<file path="config.mk">
export PLATFORM = sky130hd
export DESIGN_NAME = rgb_to_hsl_8bit_core
export DESIGN_NICKNAME = d
export VERILOG_FILES = /design/src/rtl/core/rgbhsl_pkg.sv /design/src/rtl/core/rgb_to_hsl_8bit_core.sv
export SDC_FILE = /design/constraint.sdc
export NUM_CORES = 1
export LEC_CHECK = 0
export BUFFER_PORTS_ARGS = -buffer_cell sky130_fd_sc_hd__buf_4
export CORE_MARGIN = 2
export CORE_UTILIZATION = 30
export DETAILED_ROUTE_END_ITERATION = 8
export GPL_TIMING_DRIVEN = 0
export SLEW_MARGIN = 15
export SYNTH_ARGS = -nofsm -noshare
export SYNTH_HDL_FRONTEND = slang
export SYNTH_SLANG_ARGS = --single-unit
export TNS_END_PERCENT = 10
</file>
<file path="constraint.sdc">
create_clock -name clk_i -period 7.09 [get_ports clk_i]
set_input_delay 1.0635 -clock clk_i [delete_from_list [all_inputs] [get_ports clk_i]]
set_output_delay 1.0635 -clock clk_i [all_outputs]
set_load 0.02 [all_outputs]
</file>
<file path="src/rtl/core/rgbhsl_pkg.sv">
// Package for the 8-bit RGB to HSL converter: widths, constants, stage types.
// No dependencies; used by rgb_to_hsl_8bit_core.
`default_nettype none

package rgbhsl_pkg;

  // Channel and arithmetic widths
  localparam int unsigned ChanW   = 8;
  localparam int unsigned SumW    = 9;
  localparam int unsigned NumW    = 16;
  localparam int unsigned HueW    = 11;
  localparam int unsigned DivSteps = 8;   // one quotient bit per stage
  localparam int unsigned PipeDepth = DivSteps + 4;

  // Hue sector offsets, in units of 255 per sixth of the circle
  localparam logic [HueW-1:0] HueOfsGreen = 11'd510;
  localparam logic [HueW-1:0] HueOfsBlue  = 11'd1020;
  localparam logic [HueW-1:0] HueOfsWrap  = 11'd1530;
  localparam logic [HueW-1:0] HueMax      = 11'd1530;

  // Saturation divisor folds around the mid sum
  localparam logic [SumW-1:0] SumMid  = 9'd255;
  localparam logic [SumW-1:0] SumFull = 9'd510;

  // x / 6 for x <= 1530: (x * 10923) >> 16
  localparam int unsigned     Div6RecipW = 14;
  localparam logic [Div6RecipW-1:0] Div6Recip = 14'd10923;
  localparam int unsigned     Div6Shift  = 16;
  localparam int unsigned     ProdW      = HueW + Div6RecipW;

  typedef enum logic [1:0] {
    SEC_RED,
    SEC_GREEN,
    SEC_BLUE
  } sector_e;

  // After max/min search
  typedef struct packed {
    logic [ChanW-1:0] mx;
    logic [ChanW-1:0] d;
    logic [SumW-1:0]  sum;
    logic [ChanW-1:0] adiff;
    logic             neg;
    sector_e          sec;
    logic             gray;
  } front_t;

  // Two restoring dividers running side by side
  typedef struct packed {
    logic [NumW-1:0]  rem_s;
    logic [ChanW-1:0] den_s;
    logic [ChanW-1:0] quo_s;
    logic [NumW-1:0]  rem_h;
    logic [ChanW-1:0] den_h;
    logic [ChanW-1:0] quo_h;
    logic [ChanW-1:0] lig;
    logic [ChanW-1:0] gval;
    logic             neg;
    sector_e          sec;
    logic             gray;
  } div_t;

  // Hue before the divide by six
  typedef struct packed {
    logic [HueW-1:0]  hsum;
    logic [ChanW-1:0] sat;
    logic [ChanW-1:0] lig;
    logic [ChanW-1:0] gval;
    logic             gray;
  } hsum_t;

endpackage

`default_nettype wire

</file>
<file path="src/rtl/core/rgb_to_hsl_8bit_core.sv">
// Stages in order: front, divider load, divide steps, hue sum, output; each is registered.
// Throughput: one pixel per cycle while out_ready_i does not stall; eight single-bit
// restoring divide stages (saturation and hue in parallel) set the depth.
// Each stage holds when its successor is full and stalled, so bubbles close up.
// Reset (rst_ni low, async) clears the stage valid bits only.
// Depends on rgbhsl_pkg.
`default_nettype none

module rgb_to_hsl_8bit_core (
  input  wire logic                         clk_i,
  input  wire logic                         rst_ni,
  input  wire logic                         in_valid_i,
  output logic                              in_ready_o,
  input  wire logic [rgbhsl_pkg::ChanW-1:0] red_i,
  input  wire logic [rgbhsl_pkg::ChanW-1:0] green_i,
  input  wire logic [rgbhsl_pkg::ChanW-1:0] blue_i,
  output logic                              out_valid_o,
  input  wire logic                         out_ready_i,
  output logic [rgbhsl_pkg::ChanW-1:0]      hue_o,
  output logic [rgbhsl_pkg::ChanW-1:0]      saturation_o,
  output logic [rgbhsl_pkg::ChanW-1:0]      lightness_o
);

  localparam int unsigned Depth = rgbhsl_pkg::PipeDepth;
  localparam int unsigned Steps = rgbhsl_pkg::DivSteps;
  localparam int unsigned CW    = rgbhsl_pkg::ChanW;

  // Stage map: 0 front, 1 divider load, 2..Steps+1 divide steps,
  // Steps+2 hue sum, Steps+3 output
  logic [Depth-1:0] v_q, v_d, v_in;
  logic [Depth:0]   rdy;

  // Per-stage ready: a stage takes data when empty or draining
  assign rdy[Depth] = out_ready_i;
  for (genvar k = 0; k < Depth; k++) begin : g_rdy
    assign rdy[k] = ~v_q[k] | rdy[k+1];
  end

  assign v_in = {v_q[Depth-2:0], in_valid_i};
  assign v_d  = (rdy[Depth-1:0] & v_in) | (~rdy[Depth-1:0] & v_q);

  always_ff @(posedge clk_i or negedge rst_ni) begin
    if (!rst_ni) begin
      v_q <= '0;
    end else begin
      v_q <= v_d;
    end
  end

  assign in_ready_o  = rdy[0];
  assign out_valid_o = v_q[Depth-1];

  // ---------------------------------------------------------------
  // Front: max/min search, sector pick, difference magnitude
  rgbhsl_pkg::front_t fr_d, fr_q;
  logic [CW-1:0] mx, mn, pa, pb;
  rgbhsl_pkg::sector_e sec;

  always_comb begin
    mn = (red_i < green_i) ? red_i : green_i;
    mn = (mn < blue_i) ? mn : blue_i;
    // ties: red over green, green over blue
    if (red_i >= green_i && red_i >= blue_i) begin
      sec = rgbhsl_pkg::SEC_RED;
      mx  = red_i;
      pa  = green_i;
      pb  = blue_i;
    end else if (green_i >= blue_i) begin
      sec = rgbhsl_pkg::SEC_GREEN;
      mx  = green_i;
      pa  = blue_i;
      pb  = red_i;
    end else begin
      sec = rgbhsl_pkg::SEC_BLUE;
      mx  = blue_i;
      pa  = red_i;
      pb  = green_i;
    end
    fr_d.mx    = mx;
    fr_d.d     = mx - mn;
    fr_d.sum   = {1'b0, mx} + {1'b0, mn};
    fr_d.neg   = (pa < pb);
    fr_d.adiff = (pa < pb) ? (pb - pa) : (pa - pb);
    fr_d.sec   = sec;
    fr_d.gray  = (mx == mn);
  end

  always_ff @(posedge clk_i) begin
    if (rdy[0]) begin
      fr_q <= fr_d;
    end
  end

  // ---------------------------------------------------------------
  // Divider load: folded divisor, numerators scaled by 255
  rgbhsl_pkg::div_t div_q [0:Steps];
  rgbhsl_pkg::div_t div_d [0:Steps];
  logic [rgbhsl_pkg::SumW-1:0] den_fold;

  always_comb begin
    den_fold = (fr_q.sum > rgbhsl_pkg::SumMid) ? (rgbhsl_pkg::SumFull - fr_q.sum)
                                               : fr_q.sum;
    div_d[0].rem_s = {fr_q.d, 8'd0} - {8'd0, fr_q.d};
    div_d[0].den_s = den_fold[CW-1:0];
    div_d[0].quo_s = '0;
    div_d[0].rem_h = {fr_q.adiff, 8'd0} - {8'd0, fr_q.adiff};
    div_d[0].den_h = fr_q.d;
    div_d[0].quo_h = '0;
    div_d[0].lig   = fr_q.sum[rgbhsl_pkg::SumW-1:1];
    div_d[0].gval  = fr_q.mx;
    div_d[0].neg   = fr_q.neg;
    div_d[0].sec   = fr_q.sec;
    div_d[0].gray  = fr_q.gray;
  end

  always_ff @(posedge clk_i) begin
    if (rdy[1]) begin
      div_q[0] <= div_d[0];
    end
  end

  // ---------------------------------------------------------------
  // Divide steps: stage j settles quotient bit Steps-j of both dividers.
  // Both quotients are known to fit in eight bits.
  for (genvar j = 1; j <= Steps; j++) begin : g_div
    localparam int unsigned BitK = Steps - j;
    logic [rgbhsl_pkg::NumW:0] trial_s, trial_h;

    always_comb begin
      div_d[j] = div_q[j-1];
      trial_s  = {1'b0, div_q[j-1].rem_s}
               - ((rgbhsl_pkg::NumW+1)'(div_q[j-1].den_s) << BitK);
      trial_h  = {1'b0, div_q[j-1].rem_h}
               - ((rgbhsl_pkg::NumW+1)'(div_q[j-1].den_h) << BitK);
      if (!trial_s[rgbhsl_pkg::NumW]) begin
        div_d[j].rem_s       = trial_s[rgbhsl_pkg::NumW-1:0];
        div_d[j].quo_s[BitK] = 1'b1;
      end
      if (!trial_h[rgbhsl_pkg::NumW]) begin
        div_d[j].rem_h       = trial_h[rgbhsl_pkg::NumW-1:0];
        div_d[j].quo_h[BitK] = 1'b1;
      end
    end

    always_ff @(posedge clk_i) begin
      if (rdy[j+1]) begin
        div_q[j] <= div_d[j];
      end
    end
  end

  // ---------------------------------------------------------------
  // Hue sum: sector offset plus signed quotient (truncated toward zero)
  rgbhsl_pkg::hsum_t hs_d, hs_q;
  logic [rgbhsl_pkg::HueW-1:0] qh;

  always_comb begin
    qh = rgbhsl_pkg::HueW'(div_q[Steps].quo_h);
    case (div_q[Steps].sec)
      rgbhsl_pkg::SEC_RED:   hs_d.hsum = div_q[Steps].neg ? (rgbhsl_pkg::HueOfsWrap - qh) : qh;
      rgbhsl_pkg::SEC_GREEN: hs_d.hsum = div_q[Steps].neg ? (rgbhsl_pkg::HueOfsGreen - qh)
                                                          : (rgbhsl_pkg::HueOfsGreen + qh);
      rgbhsl_pkg::SEC_BLUE:  hs_d.hsum = div_q[Steps].neg ? (rgbhsl_pkg::HueOfsBlue - qh)
                                                          : (rgbhsl_pkg::HueOfsBlue + qh);
      default:               hs_d.hsum = '0;
    endcase
    hs_d.sat  = div_q[Steps].quo_s;
    hs_d.lig  = div_q[Steps].lig;
    hs_d.gval = div_q[Steps].gval;
    hs_d.gray = div_q[Steps].gray;
  end

  always_ff @(posedge clk_i) begin
    if (rdy[Steps+2]) begin
      hs_q <= hs_d;
    end
  end

  // ---------------------------------------------------------------
  // Output: divide by six via reciprocal multiply, gray override
  logic [rgbhsl_pkg::ProdW-1:0] prod;
  logic [CW-1:0] hue_d, sat_d, lig_d;
  logic [CW-1:0] hue_q, sat_q, lig_q;

  always_comb begin
    prod  = rgbhsl_pkg::ProdW'(hs_q.hsum) * rgbhsl_pkg::ProdW'(rgbhsl_pkg::Div6Recip);
    hue_d = hs_q.gray ? hs_q.gval : prod[rgbhsl_pkg::Div6Shift +: CW];
    sat_d = hs_q.gray ? '0 : hs_q.sat;
    lig_d = hs_q.gray ? hs_q.gval : hs_q.lig;
  end

  always_ff @(posedge clk_i) begin
    if (rdy[Steps+3]) begin
      hue_q <= hue_d;
      sat_q <= sat_d;
      lig_q <= lig_d;
    end
  end

  assign hue_o        = hue_q;
  assign saturation_o = sat_q;
  assign lightness_o  = lig_q;

  // ---------------------------------------------------------------
  // Checks

  // full pipe with a stalled result must refuse new requests
  a_full_stall: assert property (@(posedge clk_i) disable iff (!rst_ni)
    ((&v_q) && !out_ready_i) |-> !in_ready_o)
    else $error("request accepted into a full stalled pipeline");

  // restoring divider leaves a remainder below the divisor
  a_div_rem: assert property (@(posedge clk_i) disable iff (!rst_ni)
    (v_q[Steps+1] && !div_q[Steps].gray) |->
      (div_q[Steps].rem_s < {8'd0, div_q[Steps].den_s}) &&
      (div_q[Steps].rem_h < {8'd0, div_q[Steps].den_h}))
    else $error("divider remainder not below divisor");

  // hue sum stays within one turn
  a_hue_range: assert property (@(posedge clk_i) disable iff (!rst_ni)
    (v_q[Steps+2] && !hs_q.gray) |-> (hs_q.hsum <= rgbhsl_pkg::HueMax))
    else $error("hue sum out of range");

endmodule

`default_nettype wire

</file>
Word level (Yosys, flattened, before mapping):

Memory sizes are Yosys's and may differ from the RTL's.
Index checks and enable logic that the tools add are counted.

* flip-flop bits (word level): 109
* RAM bits: 756
* input bits: 28
* output and inout bits: 26
* word-level logic and storage cells: 153
* memories kept: 1

Memory list
* div_q: words 9, width 84, rd ports 9, clocked after memory_dff 0, wr ports 9, line rgb_to_hsl_8bit_core.sv:96 `rgbhsl_pkg::div_t div_q [0:Steps];`

* $add $sub $neg: 28
* multipliers: 1
* magnitude comparators: 7
* equality and inequality tests: 3
* mux-type cells: 67
* bitwise logic cells: 28
* reductions and logical operators: 2

Operators by type and width (count)
* $mux 16: 16
* $mux 8: 12
* $mux 1: 34
* $sub 16x10->17: 2
* $sub 16x11->17: 2
* $sub 16x12->17: 2
* $sub 16x13->17: 2
* $sub 16x14->17: 2
* $sub 16x15->17: 2
* $sub 16x8->17: 2
* $sub 16x9->17: 2
* $mux 11: 3
* $pmux 11 s3: 1
* $sub 16x8->16: 2
* $and 12x12->12: 2
* $ge 8x8->1: 3
* $lt 8x8->1: 3
* $mul 11x14->24 const B: 1
* $sub 8x8->8: 3
* $not 1->1: 12
* $not 12->12: 1
* $or 1x1->1: 12
* $or 12x12->12: 1
* $add 10x8->11 const A: 1
* other kinds (13): 13

Longest topological paths before layout:

Gate-level depths: netlist of run 1.

* word-level depth: 16
* mapped depth: 25
* depth with buffers taken out: 25

Least setup slack after synthesis of run 1:

OpenSTA, ideal clock, no wires.

* path kind: input-to-output
* start point: in out_ready_i
* end point: out in_ready_o
* arrival: 5913 ps
* data required time: 6026 ps
* path slack: 113 ps
* cell stages on the path: 8
* buffers on the path: 0
* cells stage by stage: nand2b_1 nor2_1 inv_1 nor2_1 and2_1 inv_1 nor2_1 nand3_1

* word-level cells in the longest chain between the ends: 12

RTL lines
* start: declaration: line rgb_to_hsl_8bit_core.sv:18 `input wire logic out_ready_i,`
* $or 1x1->1 (2 in a row): line rgb_to_hsl_8bit_core.sv:36 `assign rdy[k] = ~v_q[k] | rdy[k+1];`
* named net rdy[10]: line rgb_to_hsl_8bit_core.sv:31 `logic [Depth:0] rdy;`
* $or 1x1->1 (10 in a row): line rgb_to_hsl_8bit_core.sv:36
* end: declaration: line rgb_to_hsl_8bit_core.sv:13 `output logic in_ready_o,`

The timed path passes the listed nets, and every way through them passes these cells.

==> metrics.txt, run 1 <==
uppermost layer routed=met4; violation count after the first detailed-route iteration=1102; diodes inserted=0; Max Cap Viol=0; Clock Path Buffers=3; H-tree depth=3; synth unique cells=80; CTS tree=done; Die W=353 µm; vias per std cell=4.47; met1 WL=26900 µm; Setup Fix Bufs, Post-CTS=0; worst skew pair latency=630 ps; Tcrit/Tclk final=0.814; core area=between 100000 and 150000 µm²; vias in the first global route=approximately 21000; CP required=7450 ps; initial antenna violation count=0; Max Clk Rate=roughly 170 MHz; Top FF cell, synth=edfxtp_1; Worst R2R Setup Slack=about 1500 ps; Clock Skew=34.3 ps; Mapped Area=roughly 36000 µm²; Die ar.=124000 µm²; post-CTS resize count=0; Final Hold Fails=0; Tot GR Track Use=0.0990; total negative slack=0 ps; Worst setup EP type=flop; YS warnings=0; DR vias=21000; Synth Area per Inst=around 13 µm²; Ports=54; gate count of the mapped netlist=2868; worst r2r src=hs_q[32]; Clock transition at path regs=60 ps; DRT antenna net count=0; post-layout min period=5770 ps; syn nets=3221; worst setup path class=in -> reg; status=completed; Root Buffer=clkbuf_16; Fillers=11700; CTS buffer count=76; Detailed Place HPWL=between 40000 and 50000 µm; die height=approximately 350 µm; critical path data arrival time=6130 ps; First-pass DRT Iterations=5; Worst Reg-to-Reg Cells=17; met2 routed wirelength=between 30000 and 40000 µm; largest net degree at the start of global routing=64; Final setup violation count=0; async set or reset register ratio after synthesis=0.0165; Area Growth Syn to Fin=14.5%; EDFF count, synth=716; Buffers on Ports=53; sequential-to-total area share from yosys stat=0.597; RSZ-0062 raised after global routing=no; FP Rows=127; Worst Hold Class=in -> async; share of layout cells above drive strength 1=0.0868; nets=3367; terminus of the critical flop-to-flop path=hue_o[7]; clock sinks=728; wire per inst=13.2 µm; overall routed net length=roughly 62000 µm; first-pass GRT wire length=roughly 100000 µm; worst-margin pin slew=930 ps; Yosys reg bits=728; residual DRC count=0; met3 wire length=2050 µm; global-route congestion overflow total=0; Slew HR=0.364; Max Slew Vio Count=0; startpoint types=input port; Placer Congestion=0.867; Worst Path Max Fanout=10; # hold bufs at CTS=0; Starting Density=0.303
[placed cells by master (no fill, tap or decap), types with 20 or more instances in the layout]
cell type	netlist	final
or3_1	21	21
clkbuf_1	43	66
mux2i_1	25	25
o211ai_1	23	23
a21boi_0	26	26
ha_1	271	271
edfxtp_1	716	716
xor2_1	62	62
fa_1	54	54
clkbuf_16	0	76
inv_1	313	309
a211oi_1	20	20
nand2_1	156	153
buf_4	0	53
nand2b_1	48	47
o21a_1	52	52
mux2_2	50	50
xnor2_1	55	55
nor2_1	187	187
a21oi_1	174	174
nor3_1	67	67
nor2b_1	65	65
nand3_1	23	20
o21ai_0	159	159
[synth_stat cells, types with 4 or more instances]
master	instances	area, µm²
edfxtp_1	716	21500
inv_1	313	1170
ha_1	271	3390
nor2_1	187	702
a21oi_1	174	871
o21ai_0	159	796
nand2_1	156	586
nor3_1	67	335
nor2b_1	65	407
xor2_1	62	543
xnor2_1	55	482
fa_1	54	1080
o21a_1	52	390
mux2_2	50	563
nand2b_1	48	300
clkbuf_1	43	161
a21boi_0	26	195
mux2i_1	25	250
nand3_1	23	115
o211ai_1	23	173
or3_1	21	131
a211oi_1	20	150
a21o_1	18	135
o31ai_1	18	135
nor4_1	16	100
or4_1	15	113
or2_2	14	87.6
nand4_1	13	81.3
a31oi_1	12	75.1
dfrtp_1	12	300
o31a_1	12	105
and2_1	11	68.8
o21bai_1	8	60.1
and3_1	7	43.8
buf_2	6	30.0
nor4b_1	6	52.6
o211a_1	6	60.1
o22ai_1	6	37.5
nand3b_1	5	37.5
nor3b_1	5	37.5
a211o_1	4	35.0
o2111ai_1	4	35.0
[cell families (layout without fill, tap and decap cells)]
| kind of cell | count (synthesis) | after routing | share of synthesized area |
|---|---|---|---|
| flops | 728 | 728 | 0.597 |
| simple gates | 676 | 676 | 0.0921 |
| compound gates | 582 | 582 | 0.0994 |
| buf+inv | 364 | 571 | 0.0378 |
| fa+ha+maj | 325 | 325 | 0.123 |
| xor+xnor | 117 | 117 | 0.0281 |
| mux | 76 | 76 | 0.0227 |
[per-layer routing]
layer  GRT usage  vias to the layer above
met1       0.119                     9845
met5           0                        -
li1            -                    10700
met4      0.0379                        0
met2       0.179                      300
met3      0.0132                       96
[metrics by stage]
step	setup slack (ps)	utilization	area [µm²]	cells	hold WS (ps)
final	1320	0.347	41800	4687	265
after global routing	901	0.347	41800	4687	254
after CTS	1340	0.347	41800	4687	227
after detailed placement	710	0.327	39300	4548	405
after global placement	-2190	0.324	38900	4533	402
after floorplan	113	-	36500	2868	400
[critical path, stage by stage]
cell	delay, ps
buf_4	130
inv_1	170
ha_1	260
nand2b_1	130
a211o_1	290
o2111ai_1	110
a21oi_1	100
o32ai_1	770
clkbuf_1	450
o211ai_1	180
o21a_1	150
ha_1	230
fa_1	440
nor2b_4	150
o31a_4	150
o21a_4	160
buf_6	140
inv_2	60
a221oi_1	520
nor3_1	90
or3_1	370
[sequential cells by signal (all words and copies together) (netlist names), named ones only]
register / flops
div_q: 620
hs_q: 36
div_d: 28
fr_q: 8
hue_o: 8
lightness_o: 8
saturation_o: 8
[area by class of cell]
| cell class | instances | area [µm²] | share of cell area |
|---|---|---|---|
| Clock inverter | 38 | 498 | 0.0119 |
| Multi-Input combinational cell | 1776 | 13400 | 0.320 |
| Timing Repair Buffer | 68 | 707 | 0.0169 |
| Tap cell | 1612 | 2020 | 0.0483 |
| Inverter | 314 | 1190 | 0.0284 |
| Clock buffer | 101 | 2020 | 0.0482 |
| Sequential cell | 728 | 21800 | 0.522 |
| Buffer | 50 | 203 | 0.00485 |
[worst max-delay path by stage]
stage	slack (ps)	to	startpoint
global route	900	fr_q[9]	red_i[0]
global placement	-2190	in_ready_o	out_ready_i
finish	1320	fr_q[9]	red_i[0]
floorplan	110	in_ready_o	out_ready_i
detailed placement	710	fr_q[9]	red_i[0]
CTS	1340	fr_q[9]	red_i[0]
Power of run 1 is not shown: default switching activity piles up to over one toggle a cycle in this logic, so the estimate is an artifact.
==> run 2, diff against run 1 <==
- clock period: 7.09 -> 5.55 ns (I/O delays scaled with it)
==> run 2 against run 1 <==
Effect of this change:
- first-iteration DRC count increased by 3.7%
- clock skew decreased by 17 ps
- sequential cell count unchanged
==> metrics.txt, run 2 (synthesis gave the netlist of run 1 again) <==
Max Clk Rate=around 190 MHz; Finished Core Util=0.348 (+0.000458); residual DRC count=0 (unchanged); die height=353 µm (unchanged); FP Rows=127 (unchanged); worst skew pair latency=630 ps (about the same); Starting Density=0.303 (unchanged); Max Cap Viol=0 (unchanged); largest net degree at the start of global routing=66 (+3.1%); Placer Congestion=0.857 (-1.1%); vias in the first global route=21100 (+0.21%); worst-margin pin slew=964 ps (+34.6 ps); max FFs per register=620 (unchanged); wire per inst=13.2 µm (about the same); Area Growth Syn to Fin=14.7%; worst setup path class=reg -> reg; Biggest register=div_q; Clock Skew=17.7 ps (-16.6 ps); worst r2r src=hs_q[30]; hold slack=391 ps (+126 ps); Tcrit/Tclk final=0.953; CP cell instances=ha_4 > fa_1 > inv_1 > fa_1 > inv_1 > fa_1 > inv_1 > fa_1 > inv_1 > ha_4 > a211oi_2 > o21ai_0 > a22oi_1 > nand3_2 > or2_2 > and3_1 > or3_1; Tot GR Track Use=0.0991 (+0.000155); Place WS=-914 ps (-1620 ps); HP Start=in_valid_i; clock sinks=728 (unchanged); Setup WS post-layout=263 ps (-1050 ps); DR vias=21200 (+0.98%); Slew HR=0.341 (-0.0237); leading cell types in the layout, fill and taps excluded=716 x edfxtp_1, 309 x inv_1, 268 x ha_1; Worst Path Max Fanout=5 (-5); DRT antenna net count=0 (unchanged); most common cell after layout, fill and taps aside=edfxtp_1; Clock transition at path regs=60 ps (about the same); violation count after the first detailed-route iteration=1143 (+3.7%); First-pass DRT Iterations=5 (unchanged); initial antenna violation count=1 (+1); CTS tree=done; Worst setup EP type=flop; slowest stage delay, CP=580 ps (-190 ps); Die W=353 µm (unchanged); startpoint types=flop; Ports=54 (unchanged); CTS buffer count=77 (+1.3%); nets=3374 (+0.21%); Root Buffer=clkbuf_16; overall routed net length=62100 µm (+0.15%); post-layout min period=5290 ps; Clock Path Buffers=3 (unchanged); Buffers on Ports=53 (unchanged); core area=120000 µm² (unchanged); Max Slew Vio Count=0 (unchanged); CP max stage cell=fa_1; Final setup violation count=0 (unchanged); Final Hold Fails=0 (unchanged); Worst Hold Class=in -> reg; CP required=5910 ps (-1540 ps); CP Launch Point=hs_q[30]; Die ar.=124000 µm² (unchanged); global-route congestion overflow total=0 (unchanged); vias per std cell=4.51 (+0.87%); share of layout cells above drive strength 1=0.0923 (+0.00544); status=completed; first-pass GRT wire length=104000 µm (+0.23%); RSZ-0062 raised after global routing=yes; Detailed Place HPWL=46500 µm (-0.77%); H-tree depth=3 (unchanged); critical path data arrival time=5650 ps (-480 ps)
run 2: worst max-delay path: cells and delay by family (launching register included):
family / cells / cell delay, ps
and+or+nand+nor: 4 / 1010
AOI/OAI and AO/OA: 3 / 550
buffers and inverters: 4 / 290
DFF: 1 / 450
adders and majority gates: 6 / 2720
run 2: layer usage:
layer,track usage,part of all wire
met5,0,0
met4,0.0363,0.021
met3,0.0144,0.035
met2,0.175,0.50
met1,0.123,0.44
run 2: repair_timing:
item / 4_1_cts / 5_1_grt
buffers inserted: 1 / 5
endpoints found under the hold margin: 6 / 0
cloned: 1 / 0
resized for setup: 3 / 8
pin swaps: 0 / 3
hold buffers: 1 / 0
setup endpoints to repair: 3 / 7
run 2: layout make-up:
class                      count  area (µm²)
fill                       11600       78400
sequential                   728       21800
multi-input combinational   1776       13400
clock buffer                  97        2030
tap                         1612        2020
inverter                     314        1190
timing repair buffer          74         734
clock inverter                39         427
buffer                        49         200
timing repair inverter         1        5.00
antenna                        2        5.00
run 2: path summary, 6_finish.rpt:
kind | end | slack, ps | cells after the start
worst min register to register | div_q[0][124] | 410 | 0
worst max-delay path | hue_o[7] | 260 | 17
max in group asynchronous | async pin | 4800 | 2
worst min-delay path | flop | 390 | 2
min in group asynchronous | async pin | 580 | 2
worst max register to register | hue_o[7] | 260 | 17
run 2: through the flow:
step                cells  cell area, µm²  setup TNS [ps]
global placement     4533           38900         -402540
floorplan            2868           36500               0
detailed placement   4547           39300           -9740
global route         4691           41800           -10.4
finish               4692           41800               0
CTS                  4686           41800               0
Power of run 2 is left out for the same reason.
